===== src/design/fptw_pkg.sv =====
// Shared types and constants for the four-level page table walker.
// Depends on nothing; every other design file but fptw_ram imports it.
package fptw_pkg;

  localparam int unsigned VA_W              = 64;
  localparam int unsigned PA_W              = 52;
  localparam int unsigned FLAGS_W           = 12;
  localparam int unsigned ENTRY_W           = 52;
  localparam int unsigned INDEX_W           = 9;
  localparam int unsigned PAGE_W            = 12;
  localparam int unsigned ENTRIES_PER_FRAME = 512;

  // Flag patterns held in the low twelve bits of a table entry.
  localparam logic [PAGE_W-1:0] PAGE_MASK    = 12'hFFF;
  localparam logic [PAGE_W-1:0] PRESENT_FLAG = 12'h001;
  localparam logic [PAGE_W-1:0] LINK_FLAGS   = 12'h007;

  // Result status codes.
  localparam logic [1:0] ST_OK         = 2'd0;
  localparam logic [1:0] ST_NOT_MAPPED = 2'd1;
  localparam logic [1:0] ST_NO_FRAME   = 2'd2;

  typedef enum logic {
    OP_MAP       = 1'b0,
    OP_TRANSLATE = 1'b1
  } fptw_op_e;

  typedef struct packed {
    fptw_op_e            operation;
    logic [VA_W-1:0]     virtual_address;
    logic [PA_W-1:0]     physical_address;
    logic [FLAGS_W-1:0]  map_flags;
  } fptw_req_t;

  typedef struct packed {
    logic [1:0]      status;
    logic [VA_W-1:0] translated_address;
  } fptw_res_t;

  // Source of the address returned with a result.
  typedef enum logic [1:0] {
    ASEL_ZERO,
    ASEL_WINDOW,
    ASEL_LEAF
  } fptw_asel_e;

  // Commands from the controller to the datapath.
  typedef struct packed {
    logic       capture;
    logic       clear_step;
    logic       win_calc;
    logic       walk_rd;
    logic       walk_adv;
    logic       alloc;
    logic       leaf_wr;
    logic       fin;
    logic [1:0] fin_status;
    fptw_asel_e fin_asel;
    logic       out_load;
  } fptw_cmd_t;

  // Status from the datapath to the controller.
  typedef struct packed {
    logic clear_last;
    logic is_translate;
    logic win_hit;
    logic present;
    logic frames_left;
    logic leaf_level;
    logic last_table;
  } fptw_sts_t;

endpackage


===== src/design/fptw_ctrl.sv =====
// Controller state machine of the page table walker.
// Depends on fptw_pkg for the command and status structs.
module fptw_ctrl (
  input  logic               clk_i,
  input  logic               rst_ni,
  input  logic               req_valid_i,
  output logic               req_ready_o,
  output logic               res_valid_o,
  input  logic               res_ready_i,
  input  fptw_pkg::fptw_sts_t sts_i,
  output fptw_pkg::fptw_cmd_t cmd_o
);
  import fptw_pkg::*;

  typedef enum logic [2:0] {
    S_CLEAR,
    S_IDLE,
    S_WIN_SUB,
    S_WIN_CMP,
    S_READ,
    S_CHECK,
    S_LEAF,
    S_DONE
  } state_e;

  state_e    state_q, state_d;
  logic      out_valid_q;
  logic      out_free;
  fptw_cmd_t cmd;

  assign out_free = !out_valid_q || res_ready_i;

  always_comb begin
    cmd            = '0;
    cmd.fin_status = ST_OK;
    cmd.fin_asel   = ASEL_ZERO;
    state_d        = state_q;
    case (state_q)
      S_CLEAR: begin
        cmd.clear_step = 1'b1;
        if (sts_i.clear_last) begin
          state_d = S_IDLE;
        end
      end
      S_IDLE: begin
        if (req_valid_i) begin
          cmd.capture = 1'b1;
          state_d     = S_READ;
        end
      end
      S_WIN_SUB: begin
        cmd.win_calc = 1'b1;
        state_d      = S_WIN_CMP;
      end
      S_WIN_CMP: begin
        if (sts_i.win_hit) begin
          cmd.fin      = 1'b1;
          cmd.fin_asel = ASEL_WINDOW;
          state_d      = S_DONE;
        end else begin
          state_d = S_READ;
        end
      end
      S_READ: begin
        cmd.walk_rd = 1'b1;
        state_d     = S_CHECK;
      end
      S_CHECK: begin
        if (sts_i.is_translate) begin
          if (!sts_i.present) begin
            cmd.fin        = 1'b1;
            cmd.fin_status = ST_NOT_MAPPED;
            state_d        = S_DONE;
          end else if (sts_i.leaf_level) begin
            cmd.fin      = 1'b1;
            cmd.fin_asel = ASEL_LEAF;
            state_d      = S_DONE;
          end else begin
            cmd.walk_adv = 1'b1;
            state_d      = S_READ;
          end
        end else if (sts_i.present || sts_i.frames_left) begin
          cmd.walk_adv = sts_i.present;
          cmd.alloc    = !sts_i.present;
          state_d      = sts_i.last_table ? S_LEAF : S_READ;
        end else begin
          cmd.fin        = 1'b1;
          cmd.fin_status = ST_NO_FRAME;
          state_d        = S_DONE;
        end
      end
      S_LEAF: begin
        cmd.leaf_wr = 1'b1;
        cmd.fin     = 1'b1;
        state_d     = S_DONE;
      end
      S_DONE: begin
        if (out_free) begin
          cmd.out_load = 1'b1;
          state_d      = S_IDLE;
        end
      end
      default: begin
        state_d = S_IDLE;
      end
    endcase
    // A translate request tests the direct-map window before walking.
    if (cmd.capture && sts_i.is_translate) begin
      state_d = S_WIN_SUB;
    end
  end

  always_ff @(posedge clk_i or negedge rst_ni) begin
    if (!rst_ni) begin
      state_q     <= S_CLEAR;
      out_valid_q <= 1'b0;
    end else begin
      state_q <= state_d;
      if (cmd.out_load) begin
        out_valid_q <= 1'b1;
      end else if (res_ready_i) begin
        out_valid_q <= 1'b0;
      end
    end
  end

  assign req_ready_o = (state_q == S_IDLE);
  assign res_valid_o = out_valid_q;
  assign cmd_o       = cmd;

endmodule


===== config.mk =====
export PLATFORM = sky130hd
export DESIGN_NAME = fptw_ctrl
export DESIGN_NICKNAME = d
export VERILOG_FILES = /design/src/design/fptw_pkg.sv /design/src/design/fptw_ctrl.sv
export SDC_FILE = /design/constraint.sdc
export NUM_CORES = 1
export LEC_CHECK = 0
export BUFFER_PORTS_ARGS = -buffer_cell sky130_fd_sc_hd__buf_2
export CORE_AREA = 2 2 39 41
export DETAILED_ROUTE_END_ITERATION = 16
export DIE_AREA = 0 0 41 43
export MAX_ROUTING_LAYER = met4
export PLACE_DENSITY = 0.7
export SLEW_MARGIN = 20
export SYNTH_ARGS = -nofsm -noshare
export SYNTH_HDL_FRONTEND = slang
export SYNTH_SLANG_ARGS = --single-unit

===== constraint.sdc =====
create_clock -name clk_i -period 1.3 [get_ports clk_i]
set_clock_uncertainty 0.15 [all_clocks]
set_input_delay 0.065 -clock clk_i [delete_from_list [all_inputs] [get_ports clk_i]]
set_output_delay 0.065 -clock clk_i [all_outputs]
set_load 0.03 [all_outputs]

Yosys cells after proc, flatten, opt, wreduce, memory -nomap -nowiden. Cells that the tools add are included.

Memory bits (writable): 0. Input port bits: 11. Register bits after elaboration: 4. Memories kept: 0. Output and inout port bits: 15. ROM bits: 0. Latch bits: 0.

Reductions and logical operators: 8. Div/mod/pow operators: 0. Shift operators: 0. $add $sub $neg: 0. Order comparisons: 0. $mul: 0. Muxes and demuxes: 40. Bitwise gates (word level): 0. Eq/ne operators: 10.

Operator list (number): $mux W2 (12); $pmux W3 S8 (1); $mux W1 (19); $mux W3 (6); $eq A3 B3 Y1 const B (4); $eq A3 B2 Y1 const B (2); $ne A3 B3 Y1 const B (2); $pmux W2 S2 (1); $eq A3 B1 Y1 const B (1); $logic_not A3 Y1 (1); $ne A3 B2 Y1 const B (1); $pmux W1 S3 (1); $reduce_and A3 Y1 (1); $logic_not A1 Y1 (2); $logic_or A1 B1 Y1 (2); $reduce_bool A2 Y1 (1); $logic_and A1 B1 Y1 (1).

Logic depth before layout (Yosys ltp).
Depth in word-level cells: 5. Mapped depth: 5. Depth with buffers taken out: 4.

Worst setup path after synthesis. OpenSTA, ideal clock, no wires.

Path kind: reg2out. Start: reg state_q[1]. End: out cmd_o[4] (netlist name). Slack: -548 ps. Arrival: 1633 ps. Cell stages (with the launch flop): 4. Cell sequence: dfrtp_1 and2b_2 nand2_2 nor4_1.

RTL lines: start, declared (RTL line fptw_ctrl.sv:26) `state_e state_q, state_d;`; start signal, assigned (RTL line fptw_ctrl.sv:118) `state_q <= state_d;`; end, declared (RTL line fptw_ctrl.sv:11) `output fptw_pkg::fptw_cmd_t cmd_o`.

==> flow_summary.yaml <==
outcome:
  status: "complete, but fails checks"
  violations: "negative setup slack"
floorplanning:
  die_w_um: 41
  rows: 14
  initial_core_util: 0.280
  coreArea_sq_um: 1380
  die_area_sq_um: 1760
  die_h_um: 43
  io_pins: 26
sta:
  post-route-period-util: 1.23
  period_minus_slack_ns: 1.59
  setup_tns_ns: -2.81
  slew_viol_final: 0
  tightest_slew_ns: 0.250
  setup_viol: 17
  slew_headroom: 0.833
  rsz0062_at_grt: "true"
  finalHoldViolations: 0
  finalWorstSetupSlack_ns: -0.293
  max_clock_freq_mhz: 628
cts:
  cts.clk_slew.worst_paths_ns: 0.04
  cts_tree: "built"
  clock_latency_ns: 0.24
  clock_sinks: 4
  numCtsBuffers: 3
  htree_levels: 1
  ctsLongestPathBuffers: 2
  cts_root_buf: "clkbuf_4"
worst_setup_path:
  critPathCaptureType: "output port"
  cp-start-kind: "register"
  crit_path_end: "cmd_o[5]"
  rr_endpoint: "state_q[2]"
  crit_start: "state_q[1]"
  critPathArrivalTime_ns: 1.38
  reg2reg_from: "state_q[0]"
  cp_data_required_time_ns: 1.09
  crit_type: "register to output port"
  rrSetupSlack_ns: -0.10
  reg2reg_depth: 5
  worst-path-max-fanout: 13
detailed_routing:
  drt_wl_total_um: 1420
  detail_route.wl_per_cell_um: 13.3
  final_antenna_net_count: 0
  drtIter0Drc: 7
  viasPerCell: 5.06
  drcViolationCount: 0
  vias: 541
  first_pass_iters: 4
global_routing:
  grt.total_usage: 0.194
  grt_max_degree: 14
  grt_pass1_vias: 543
  grt.overflow.total: 0
  grt_pass1_wl_um: 2260
  antenna_found_initial: 0
final_layout:
  area_delta_synth_final_pct: 117
  fill_cells: 111
  diodes: 0
  drive_above_1_share: 0.747
  layout.nets: 104
  postLayoutCellArea_sq_um: 841
flow_run:
  max_cap_violations: 0
logic_synthesis:
  synth_top_cell_by_area: "dfrtp_1"
  syn_inst: 49
  yosys-top-cells-area: "dfrtp_1, nor3_1, nand2_1"
  synth_nets: 60
  synth-seq-cells: 4
  ys_types: 27
  ys_warn_count: 0
  synth_top_cell_area_share: 0.258
  netlist_area_sq_um: 388
  synth_seq_area_share: 0.258
  syn_avg_cell_area_sq_um: 7.92
placement:
  place_area_sq_um: 631
  io_buffers: 25
  gp_congestion: 0.774
  dp_hpwl_um: 927
power:
  ir_worst_vdd_mv: 1.12
  power_density_nw_per_um2: 2500
  p_leak_nw: 0.395
hold_path:
  hold_class: "primary input to register"
-- worst min path at each step --
| stage | startpoint | to | slack [ns] | depth (start not counted) |
|---|---|---|---|---|
| after CTS | sts_i[0] | state_q[1] | 0.005 | 3 |
| after detailed placement | rst_ni | res_valid_o | -0.28 | 1 |
| after floorplan | rst_ni | res_valid_o | -0.38 | 0 |
| final | sts_i[0] | state_q[1] | 0.006 | 3 |
| after global routing | sts_i[0] | state_q[1] | 0.03 | 3 |
| after global placement | rst_ni | res_valid_o | -0.28 | 1 |
-- registers in the layout (all words and copies together) (netlist names) --
signal / count
state_q: 3
res_valid_o: 1
-- cell families (layout without fill, tap and decap cells) --
group           after synthesis  count (layout)  synth area share
compound gates               11              11             0.210
buf+inv                       5              47            0.0742
flops                         4               4             0.258
simple gates                 29              29             0.458
-- repair_timing --
action | 4_1_cts | 5_1_grt
resized for setup | 37 | 2
setup buffers | 8 | 0
endpoints found under the hold margin | 4 | 0
setup endpoints to repair | 17 | 17
hold buffers | 1 | 0
pin swaps | 6 | 2
-- metrics by stage --
step	cells	hold WS (ns)	power, mW	setup WS [ns]	util
final	107	0.00583	2.11	-0.293	0.608
after CTS	108	0.00463	2.11	-0.302	0.610
after global placement	96	-0.278	1.44	-0.117	0.456
after global routing	107	0.0275	2.23	-0.324	0.608
after detailed placement	96	-0.279	1.47	-0.136	0.456
after floorplan	49	-0.381	1.07	-0.178	-
-- cell type report --
| cell class | count | area (sq um) | area share |
|---|---|---|---|
| clock buffer | 3 | 22.5 | 0.0268 |
| tap | 16 | 20.0 | 0.0238 |
| multi-input combinational | 40 | 354 | 0.421 |
| timing repair buffer | 42 | 333 | 0.396 |
| inverter | 2 | 10.0 | 0.0119 |
| sequential | 4 | 101 | 0.121 |
-- cells in the final DEF, fill, tap and decap left out, types with 2 or more instances in the layout --
cell type   n
nand2_1     4
dfrtp_1     3
o21ai_1     2
nand2_4     2
nand2b_1    2
nand3_1     2
buf_2      12
clkbuf_4    3
buf_4      17
nor3_1      2
buf_6      12
nor3_2      3
-- layer usage --
layer,track usage,share of wire
met4,0.100,0.019
met3,0.0314,0.039
met1,0.214,0.40
met2,0.316,0.54
met5,-,0
-- Yosys cell counts --
library cell and count:
dfrtp_1 4, a211oi_2 1, nor2_1 2, buf_6 1, and3_2 2, nand2b_1 3
nor4b_2 1, nand2_2 1, nand4b_1 1, nor2b_1 1, o21ai_0 3, a21oi_1 2
inv_2 2, nand3_1 3, a31o_1 1, a31oi_2 1, nand2_1 5, o2bb2ai_1 1
a41oi_1 1, nor4_1 1, nor3_1 5, nor3b_1 1, o21ai_1 1, and4_4 1
and2_2 1, buf_2 2, and2b_2 1
-- worst max-delay path: stages, from the launching register on --
cell and delay (ns):
dfrtp_1 0.36, buf_4 0.19, and4_4 0.19, a31oi_4 0.17, nand2b_2 0.06, buf_4 0.16
-- where the power goes --
part	internal, mW	switching [mW]	total, mW
sequential	0.191	0.0625	0.253
clock	0.104	0.0554	0.159
combinational	0.794	0.899	1.69
No activity file was read; power rests on OpenSTA's default activity.
